[src/sv/vda_pkg.sv]
// vda_pkg: shared types, widths and codes for the 2d vector unit
package vda_pkg;

	// coordinate and length widths
	localparam int COORD_W       = 32;
	localparam int LEN_W         = COORD_W + 2;
	localparam int FRAC_BITS_DEF = 16;

	// operation codes
	localparam logic [1:0] ACT_ADD  = 2'd0;
	localparam logic [1:0] ACT_SUB  = 2'd1;
	localparam logic [1:0] ACT_LEN  = 2'd2;
	localparam logic [1:0] ACT_NORM = 2'd3;

	// status codes
	localparam logic [1:0] ST_OK   = 2'd0;
	localparam logic [1:0] ST_OVF  = 2'd1;
	localparam logic [1:0] ST_ZERO = 2'd2;

	// input item
	typedef struct packed {
		logic [1:0]                action;
		logic signed [COORD_W-1:0] a_start_x;
		logic signed [COORD_W-1:0] a_start_y;
		logic signed [COORD_W-1:0] a_end_x;
		logic signed [COORD_W-1:0] a_end_y;
		logic signed [COORD_W-1:0] b_start_x;
		logic signed [COORD_W-1:0] b_start_y;
		logic signed [COORD_W-1:0] b_end_x;
		logic signed [COORD_W-1:0] b_end_y;
	} vec_in_t;

	// result item
	typedef struct packed {
		logic signed [COORD_W-1:0] res_start_x;
		logic signed [COORD_W-1:0] res_start_y;
		logic signed [COORD_W-1:0] res_end_x;
		logic signed [COORD_W-1:0] res_end_y;
		logic [LEN_W-1:0]          vec_length;
		logic [1:0]                status;
	} vec_out_t;

	// classified item handed from front to back
	typedef struct packed {
		logic [1:0]                action;
		logic signed [COORD_W-1:0] start_x;
		logic signed [COORD_W-1:0] start_y;
		logic signed [COORD_W-1:0] end_x;
		logic signed [COORD_W-1:0] end_y;
		logic                      ovf;
		logic signed [COORD_W:0]   dx;
		logic signed [COORD_W:0]   dy;
	} vec_cls_t;

	// fields that ride along the back pipeline
	typedef struct packed {
		logic [1:0]                action;
		logic signed [COORD_W-1:0] start_x;
		logic signed [COORD_W-1:0] start_y;
		logic signed [COORD_W-1:0] end_x;
		logic signed [COORD_W-1:0] end_y;
		logic                      ovf;
		logic                      neg_x;
		logic                      neg_y;
		logic                      zero;
	} vec_side_t;

endpackage

[src/sv/vda_front.sv]
// vda_front: accepts items, does add/subtract with saturation and forms the offsets
module vda_front import vda_pkg::*; (
	input  logic     clk,
	input  logic     arst_n,
	input  logic     in_valid,
	output logic     in_ready,
	input  vec_in_t  in_data,
	output logic     cls_valid,
	input  logic     cls_ready,
	output vec_cls_t cls_data
);

	localparam int SUM_W = COORD_W + 2;

	logic                      vld_s1;
	vec_cls_t                  cls_s1;
	vec_cls_t                  cls_nxt;
	logic signed [SUM_W-1:0]   sum_x;
	logic signed [SUM_W-1:0]   sum_y;
	logic signed [COORD_W-1:0] base_x;
	logic signed [COORD_W-1:0] base_y;
	logic [COORD_W:0]          sat_x;
	logic [COORD_W:0]          sat_y;

	// clamp a widened sum to the coordinate range, flag in the top bit
	function automatic logic [COORD_W:0] sat_coord(input logic signed [SUM_W-1:0] v);
		logic signed [SUM_W-1:0] hi;
		logic signed [SUM_W-1:0] lo;
		hi = {3'b000, {(COORD_W-1){1'b1}}};
		lo = {3'b111, {(COORD_W-1){1'b0}}};
		if (v > hi) begin
			return {1'b1, hi[COORD_W-1:0]};
		end else if (v < lo) begin
			return {1'b1, lo[COORD_W-1:0]};
		end
		return {1'b0, v[COORD_W-1:0]};
	endfunction

	// end point base and b offset sum
	assign base_x = (in_data.action == ACT_SUB) ? in_data.a_start_x : in_data.a_end_x;
	assign base_y = (in_data.action == ACT_SUB) ? in_data.a_start_y : in_data.a_end_y;
	assign sum_x  = {{2{base_x[COORD_W-1]}}, base_x}
		+ {{2{in_data.b_end_x[COORD_W-1]}}, in_data.b_end_x}
		- {{2{in_data.b_start_x[COORD_W-1]}}, in_data.b_start_x};
	assign sum_y  = {{2{base_y[COORD_W-1]}}, base_y}
		+ {{2{in_data.b_end_y[COORD_W-1]}}, in_data.b_end_y}
		- {{2{in_data.b_start_y[COORD_W-1]}}, in_data.b_start_y};
	assign sat_x  = sat_coord(sum_x);
	assign sat_y  = sat_coord(sum_y);

	// classify by action
	always_comb begin
		cls_nxt        = '0;
		cls_nxt.action = in_data.action;
		cls_nxt.dx     = {in_data.a_end_x[COORD_W-1], in_data.a_end_x}
			- {in_data.a_start_x[COORD_W-1], in_data.a_start_x};
		cls_nxt.dy     = {in_data.a_end_y[COORD_W-1], in_data.a_end_y}
			- {in_data.a_start_y[COORD_W-1], in_data.a_start_y};
		unique case (in_data.action)
			ACT_ADD: begin
				cls_nxt.start_x = in_data.a_start_x;
				cls_nxt.start_y = in_data.a_start_y;
				cls_nxt.end_x   = sat_x[COORD_W-1:0];
				cls_nxt.end_y   = sat_y[COORD_W-1:0];
				cls_nxt.ovf     = sat_x[COORD_W] | sat_y[COORD_W];
			end
			ACT_SUB: begin
				cls_nxt.start_x = in_data.a_end_x;
				cls_nxt.start_y = in_data.a_end_y;
				cls_nxt.end_x   = sat_x[COORD_W-1:0];
				cls_nxt.end_y   = sat_y[COORD_W-1:0];
				cls_nxt.ovf     = sat_x[COORD_W] | sat_y[COORD_W];
			end
			ACT_LEN, ACT_NORM: begin
				cls_nxt.ovf = 1'b0;
			end
		endcase
	end

	// output register, refills when empty or while the queue takes the held item
	assign in_ready  = !vld_s1 || cls_ready;
	assign cls_valid = vld_s1;
	assign cls_data  = cls_s1;

	always_ff @(posedge clk or negedge arst_n) begin
		if (!arst_n) begin
			vld_s1 <= 1'b0;
		end else if (in_ready) begin
			vld_s1 <= in_valid;
		end
	end

	always_ff @(posedge clk) begin
		if (in_valid && in_ready) begin
			cls_s1 <= cls_nxt;
		end
	end

endmodule

[config.mk]
export PLATFORM = sky130hd
export DESIGN_NAME = vda_front
export DESIGN_NICKNAME = d
export VERILOG_FILES = /design/src/sv/vda_pkg.sv /design/src/sv/vda_front.sv
export SDC_FILE = /design/constraint.sdc
export NUM_CORES = 1
export LEC_CHECK = 0
export BUFFER_PORTS_ARGS = -buffer_cell sky130_fd_sc_hd__buf_2
export CORE_MARGIN = 4
export CORE_UTILIZATION = 50
export CTS_BUF_LIST = sky130_fd_sc_hd__clkbuf_2 sky130_fd_sc_hd__clkbuf_4 sky130_fd_sc_hd__clkbuf_8
export CTS_CLUSTER_SIZE = 30
export DETAILED_ROUTE_END_ITERATION = 10
export GPL_ROUTABILITY_DRIVEN = 1
export GPL_TIMING_DRIVEN = 1
export PLACE_DENSITY_LB_ADDON = 0.12
export SYNTH_ARGS = -nofsm -noshare
export SYNTH_HDL_FRONTEND = slang
export SYNTH_SLANG_ARGS = --single-unit
[constraint.sdc]
create_clock -name clk -period 6 [get_ports clk]
set_input_delay 0.6 -clock clk [delete_from_list [all_inputs] [get_ports clk]]
set_output_delay 0.6 -clock clk [all_outputs]
set_load 0.01 [all_outputs]
==> metrics.md, run 1 <==
| Metric | Value |
|---|---|
| Ports | `461` |
| Slowest CP cell | `o41ai_1` |
| CTS tree | `built` |
| Design area | `19,790 µm²` |
| Final Hold Viols | `0` |
| Layout cell share with drive strength beyond 1 | `24.47%` |
| CORE AREA | `32,540 µm²` |
| Slew Viols, Final | `0` |
| Buffers & Inverters on Critical Path | `4` |
| First-pass GRT wire length | `74,310 µm` |
| Largest net degree at the start of global routing | `135` |
| #FFs+latches synth | `198` |
| Worst Hold Path EP | `cls_valid$_DFFE_PN0N_` |
| Dpl cell area | `19,310 µm²` |
| Initial antenna violation count | `6` |
| Ys async rst share | `0.5051%` |
| CP endpoint kind | `register` |
| CTS sink cnt | `198` |
| Post-CTS sizing | `0` |
| Worst hold path stage count | `2` |
| Worst Reg2Reg Path Length in Cells | `3` |
| Status | `finished, final reports clean` |
| Synth warnings | `0` |
| Synth Cell Area | `16,480 µm²` |
| DR vias/cell | `5.377` |
| Placed wire-length estimate | `38,750 µm` |
| CP Class | `in -> reg` |
| CTS root buffer | `clkbuf_8` |
| Storage element area | `5941 µm²` |
| Crit path max fanout | `39` |
| CP arrival | `5.31 ns` |
| Fill count | `3,004` |
| Worst r2r dst | `cls_data[44]$_DFFE_PP_` |
| CP required | `6.23 ns` |
| CP delay by family, top | `compound AO/OA/AOI/OAI gates` |
| Leak | `9.828 nW` |
| Vias in the first global route | `13,890` |
| Most numerous cell in the Yosys netlist | `inv_1` |
| Sequential area share after synthesis | `36.05%` |
| Die width | `189.6 µm` |
| Total CTS buffers | `17` |
| EDFF count, synth | `197` |
| Post-route ant nets | `0` |
| Crit-path cells | `buf_4 -> nor2b_4 -> buf_12 -> mux2i_1 -> fa_1 -> inv_1 -> ha_1 -> a21o_1 -> a211o_1 -> o221ai_1 -> a31oi_1 -> o21ai_1 -> o21ai_1 -> o41ai_1 -> xnor2_1 -> nand2_2 -> a21o_1 -> buf_4 -> a21oi_1` |
| Area contributors post-synth | `edfxtp_1 (36%), ha_1 (10%), fa_1 (8.0%)` |
| Footprint of the multi-input gates | `9338 µm²` |
| Std-Cell Rows | `66` |
| Clock-pin slew on the worst setup and hold paths | `0.10 ns` |
| Mean Syn Cell Area | `9.735 µm²` |
| Reg2Reg Setup Slack | `3.53 ns` |
| Initial DRT Pass Iterations | `5` |
| Global placement routability congestion | `0.8929` |
| Min cycle time layout | `5.072 ns` |
| Critical Path Source Type | `primary input` |
| Final setup viols | `0` |
| Top cell type's share of synthesized area | `35.89%` |
| Die Area | `35,930 µm²` |
| Final setup TNS | `0 ns` |
| Global route total overflow | `0` |
| Final WL | `48,510 µm` |
| Hold path startpoint | `in_valid` |
| Mapped Nets | `2,153` |
| DRC Markers | `0` |
| Initial core utilization | `50.65%` |
| DRT iter0 DRCs | `743` |
| Clock skew | `0.01641 ns` |
| Max-cap violation count | `0` |
| Area Growth Syn to Fin | `20.07%` |
| Worst-margin pin slew | `0.9610 ns` |
| Synth area leader | `edfxtp_1` |
| Chip height | `189.6 µm` |
| Pwr dens | `264.8 nW/µm²` |
| Total number of vias | `13,970` |
| Worst path max stage delay | `0.59 ns` |
| Worst vdd ir | `0.0001247 V` |
| Worst relative slew slack | `35.93%` |
| Max Buffers Root-to-Sink | `2` |
| H-Tree Depth | `4` |
| Nets | `2,601` |
| Cells after Synth | `1,693` |
| Tightest Hold Check Type | `in -> reg` |
| Unique masters post-synth | `73` |
| Synth Flop Type | `edfxtp_1` |
| Top cells by count, synth | `inv_1 (279), edfxtp_1 (197), a21oi_1 (157), nor2_1 (138), ha_1 (132)` |
| RSZ-0062 raised after global routing | `no` |
| Clk_lat worst skew | `0.50 ns` |
| Fin crit share | `84.53%` |
| R2r startpoint | `cls_valid$_DFFE_PN0N_` |
| Peak Freq | `0.1972 GHz` |
| Number of buffers added on ports | `460` |
| GRT Util Overall | `26.19%` |
| Routed wire per std cell | `18.67 µm` |
area by class of cell:
class / instances / area share, %
multi-input cells: 1173 / 47.19
flip-flops and latches: 198 / 30.02
repair buffers: 472 / 12.32
inverters: 279 / 5.292
well taps: 442 / 2.795
clock buffers: 23 / 1.473
clock inverters: 9 / 0.8789
diodes: 3 / 0.03794
power breakdown:
part	leakage [nW]	internal (mW)	total, mW	switching [mW]
sequential	1.92	1.77	1.83	0.0576
clock	0.242	0.536	1.04	0.499
combinational	7.67	0.958	2.38	1.42
timing repair:
item | CTS | global route
endpoints found under the hold margin | 1 | 0
hold buffers | 1 | 0
setup buffers | 0 | 0
kinds of logic after synthesis:
logic type,count (synthesis),synth area share [%]
compound gates,389,14.94
simple gates,350,9.877
buf+inv,322,7.524
fa+ha+maj,198,18.04
flops,198,36.05
mux,127,7.736
xor+xnor,109,5.838
state kept, by name, indices dropped and copies added, names as in the netlist:
| signal | count |
|---|---|
| cls_data | 197 |
| cls_valid | 1 |
per-stage QoR:
step | total power [mW] | hold slack [ns] | worst slack, ns | cells | utilization (%)
after detailed placement | 4.215 | 0.3758 | 0.4242 | 2563 | 59.34
after floorplan | 3.478 | 0.3044 | 0.1056 | 1693 | -
final | 5.241 | 0.3188 | 0.9280 | 2599 | 60.82
after global placement | 4.179 | 0.3784 | 0.6940 | 2563 | 59.34
after CTS | 5.266 | 0.2776 | 0.9628 | 2596 | 60.80
after global routing | 5.592 | 0.2950 | 0.7082 | 2597 | 60.81
layout by cell type, fill, tap and decap left out, types with 5 or more instances in the layout:
cell type and count:
a211oi_1 9, a21o_1 60, a21oi_1 157, a31oi_1 13, and2_1 7, and3_1 14
buf_2 458, buf_4 10, bufinv_16 5, clkbuf_8 19, edfxtp_1 197, fa_1 66
ha_1 132, inv_1 279, mux2i_1 123, nand2_1 74, nand2b_1 22, nand3_1 22
nand4_1 8, nor2_1 138, nor2b_1 20, nor3_1 20, nor4_1 5, o211ai_1 9
o21a_1 20, o21ai_0 53, o21bai_1 13, xnor2_1 60, xor2_1 48
per-layer routing:
metal  vias up  track usage (%)  wire [µm]
li1       6773                -          -
met1      6644            33.79      20370
met3        55            5.743       3435
met4         8            7.234       1048
met5         -                0         48
met2       494            44.77      23610
worst max path at each step:
stage                 start                       to  slack (ns)  depth (start not counted)
2_1_floorplan     cls_ready    cls_data[0]$_DFFE_PP_        0.11                          2
3_3_place_gp   in_data[257]  cls_data[109]$_DFFE_PP_        0.69                         19
3_5_place_dp   in_data[257]  cls_data[108]$_DFFE_PP_        0.42                         19
4_1_cts        in_data[257]  cls_data[111]$_DFFE_PP_        0.96                         19
5_1_grt        in_data[257]  cls_data[122]$_DFFE_PP_        0.71                         19
6_report       in_data[257]  cls_data[111]$_DFFE_PP_        0.93                         19
Note: power is estimated with default switching activity, not from simulation.
==> run 2, diff against run 1 <==
==> constraint.sdc (replaced) <==
create_clock -name clk -period 4.92 [get_ports clk]
set_input_delay 0.492 -clock clk [delete_from_list [all_inputs] [get_ports clk]]
set_output_delay 0.492 -clock clk [all_outputs]
set_load 0.01 [all_outputs]
==> run 2 against run 1 <==
Total power rose by 22%. Global-route usage fell by 0.22 points. Routed wire length fell by 2.1%. Final area rose by 1.9%. Sequential cell count did not move. Non-clock buffer count rose by 57. Clock power barely moved. Clock-buffer cell count did not move. Sequential share of layout area fell by 0.56 points. Core utilization rose by 1.2 points. Critical endpoint unchanged. Highest routed layer is now met4.
==> metrics.md, run 2 (synthesized netlist as in run 1, its figures left out) <==
| Metric | Value |
|---|---|
| CTS tree | `built` |
| Worst Reg2Reg Path Length in Cells | `3 (unchanged)` |
| Crit-path cells | `buf_4 -> nor2b_4 -> buf_12 -> mux2i_1 -> fa_1 -> inv_1 -> ha_1 -> o21ai_0 -> o21a_1 -> or4_1 -> a31oi_1 -> o21ai_1 -> o21ai_1 -> o41ai_1 -> buf_4 -> nand2b_1 -> a21boi_0 -> o32ai_4 -> buf_12 -> a21oi_1` |
| Peak Freq | `0.2150 GHz` |
| Routed wire per std cell | `17.89 µm (-4.2%)` |
| Clock share of power | `16.6% (-3.2 points)` |
| CP arrival | `4.90 ns (-0.41 ns)` |
| Worst hold path stage count | `2 (unchanged)` |
| Final setup viols | `0 (unchanged)` |
| Design area | `20,170 µm² (+1.9%)` |
| H-Tree Depth | `4 (unchanged)` |
| Min cycle time layout | `4.652 ns` |
| DR vias/cell | `5.267 (-2.0%)` |
| Max Buffers Root-to-Sink | `2 (unchanged)` |
| Largest register FFs | `197 (unchanged)` |
| Max-cap violation count | `0 (unchanged)` |
| Pwr dens | `317.1 nW/µm² (+20%)` |
| GRT Util Overall | `25.96% (-0.22 points)` |
| RSZ-0062 raised after global routing | `no` |
| Commonest non-fill, non-tap cell in the layout | `buf_2` |
| Nets | `2,658 (+2.2%)` |
| Chip height | `189.6 µm (unchanged)` |
| Clock skew | `0.01294 ns (-0.003466 ns)` |
| Post-CTS sizing | `0 (unchanged)` |
| Slew Viols, Final | `0 (unchanged)` |
| Post-route ant nets | `0 (unchanged)` |
| Total number of vias | `13,990 (+0.11%)` |
| Ports | `461 (unchanged)` |
| First-pass GRT wire length | `74,130 µm (-0.24%)` |
| Fin crit share | `94.55%` |
| Slowest CP cell | `or4_1` |
| Fill count | `2,981 (-0.77%)` |
| Status | `finished, final reports clean` |
| Worst r2r dst | `cls_data[59]$_DFFE_PP_` |
| Initial DRT Pass Iterations | `5 (unchanged)` |
| Crit path max fanout | `17 (-56%)` |
| Vias in the first global route | `14,170 (+2.0%)` |
| DRC Markers | `0 (unchanged)` |
| Placed insts | `2,620 (+2.2%)` |
| Layout cell share with drive strength beyond 1 | `26.41% (+1.9 points)` |
| Area Growth Syn to Fin | `22.37%` |
| Final WL | `47,500 µm (-2.1%)` |
| Commonest non-fill, non-tap cells in the layout | `buf_2 (458), inv_1 (279), edfxtp_1 (197)` |
| CP Class | `in -> reg` |
| Hold path startpoint | `in_valid` |
| DRT iter0 DRCs | `814 (+9.6%)` |
| Global route total overflow | `0 (unchanged)` |
| Die width | `189.6 µm (unchanged)` |
| Psw | `2.441 mW (+24%)` |
| Leak | `10.07 nW (+2.5%)` |
| Initial antenna violation count | `3 (-3)` |
| Tightest Hold Check Type | `in -> reg` |
| Dpl cell area | `19,780 µm² (+2.5%)` |
| Worst path max stage delay | `0.54 ns (-0.05 ns)` |
| CP required | `5.17 ns (-1.06 ns)` |
| Worst-margin pin slew | `0.8122 ns (-0.1489 ns)` |
| Std-Cell Rows | `66 (unchanged)` |
| R2r startpoint | `cls_valid$_DFFE_PN0N_` |
| Power share of the combinational group | `48.7% (+3.4 points)` |
| Critical Path Source Type | `primary input` |
| Internal power | `3.953 mW (+21%)` |
| Switching share of power | `38.18% (+0.50 points)` |
| Clk_lat worst skew | `0.51 ns (about the same)` |
| Worst relative slew slack | `45.86% (+9.9 points)` |
| Initial core utilization | `50.65% (unchanged)` |
| Worst Hold Path EP | `cls_valid$_DFFE_PN0N_` |
| CTS sink cnt | `198 (unchanged)` |
| Total CTS buffers | `17 (unchanged)` |
| CORE AREA | `32,540 µm² (unchanged)` |
| Die Area | `35,930 µm² (unchanged)` |
| CTS root buffer | `clkbuf_8` |
| Worst vdd ir | `0.0001715 V (+38%)` |
| CP endpoint kind | `register` |
| Number of buffers added on ports | `460 (unchanged)` |
| Final Hold Viols | `0 (unchanged)` |
| Global placement routability congestion | `0.9152 (+2.5%)` |
| Clock-pin slew on the worst setup and hold paths | `0.10 ns (about the same)` |
| Sequential power share | `34.7% (-0.2 points)` |
| Reg2Reg Setup Slack | `3.05 ns (-0.48 ns)` |
| Final non-filler cell total | `2,656 (+2.2%)` |
| Worst hold slack | `0.1902 ns (-0.1285 ns)` |
| Placed wire-length estimate | `38,480 µm (-0.70%)` |
| Largest net degree at the start of global routing | `96 (-29%)` |
## run 2: cell types whose count changed in the layout (fill, tap and decap cells not counted), sizes merged
| cell | previous run | this run |
|---|---|---|
| buf | 471 | 528 |
| clkinv | 4 | 7 |
| bufinv | 5 | 1 |
| clkinvlp | 0 | 1 |
## run 2: metal layers
metal / up-vias / wire (µm) / track usage, %
li1: 6896 / - / -
met1: 6556 / 19840 / 33.03
met2: 472 / 22880 / 44.40
met3: 66 / 3443 / 5.541
met4: 0 / 1344 / 8.486
met5: - / 0 / 0
## run 2: repair_timing
item                                    in CTS  in global routing
endpoints found under the setup margin       0                  0
endpoints found under the hold margin        1                  0
hold buffers                                 1                  0
buffers inserted                             0                  0
## run 2: worst max path at each step
stage	slack (ns)	from	to	cells after the start
6_report	0.27	in_data[257]	cls_data[111]$_DFFE_PP_	20
5_1_grt	0.07	in_data[256]	cls_data[83]$_DFFE_PP_	19
4_1_cts	0.35	in_data[256]	cls_data[111]$_DFFE_PP_	20
3_5_place_dp	-0.19	in_data[256]	cls_data[111]$_DFFE_PP_	20
3_3_place_gp	-0.09	in_data[256]	cls_data[66]$_SDFFCE_PP0P_	20
2_1_floorplan	0.03	in_data[257]	cls_data[88]$_DFFE_PP_	23
## run 2: power by group through the flow
stage	Sequential, mW	Combinational [mW]	Clock (mW)
3_3_place_gp	2.26	3.05	0
5_1_grt	2.23	3.46	1.15
3_5_place_dp	2.26	3.10	0
6_report	2.22	3.11	1.06
4_1_cts	2.22	3.12	1.09
2_1_floorplan	2.36	1.87	0
## run 2: layout make-up
class | instances | area [µm²] | area share [%]
clock inverters | 9 | 80.08 | 0.3971
well taps | 442 | 553.0 | 2.742
repair buffers | 529 | 2915 | 14.46
flip-flops and latches | 198 | 5941 | 29.46
multi-input cells | 1173 | 9338 | 46.30
inverters | 279 | 1047 | 5.193
clock buffers | 23 | 285.3 | 1.415
diodes | 3 | 7.507 | 0.03723
## run 2: stage by stage
step	setup TNS (ns)	util (%)	setup WS (ns)	total power, mW
2_1_floorplan	0	-	0.03019	4.233
4_1_cts	0	61.96	0.3457	6.436
5_1_grt	0	61.98	0.06631	6.844
3_3_place_gp	-2.155	60.81	-0.09166	5.305
6_report	0	61.98	0.2683	6.394
3_5_place_dp	-9.251	60.81	-0.1933	5.354
## run 2: worst max-delay path: cells and delay by family
kind                       cells  cell delay, ns
muxes                          1            0.25
and+or+nand+nor                3            0.88
adders and majority gates      2            0.67
buffers and inverters          5            0.75
AOI/OAI and AO/OA              9            1.82
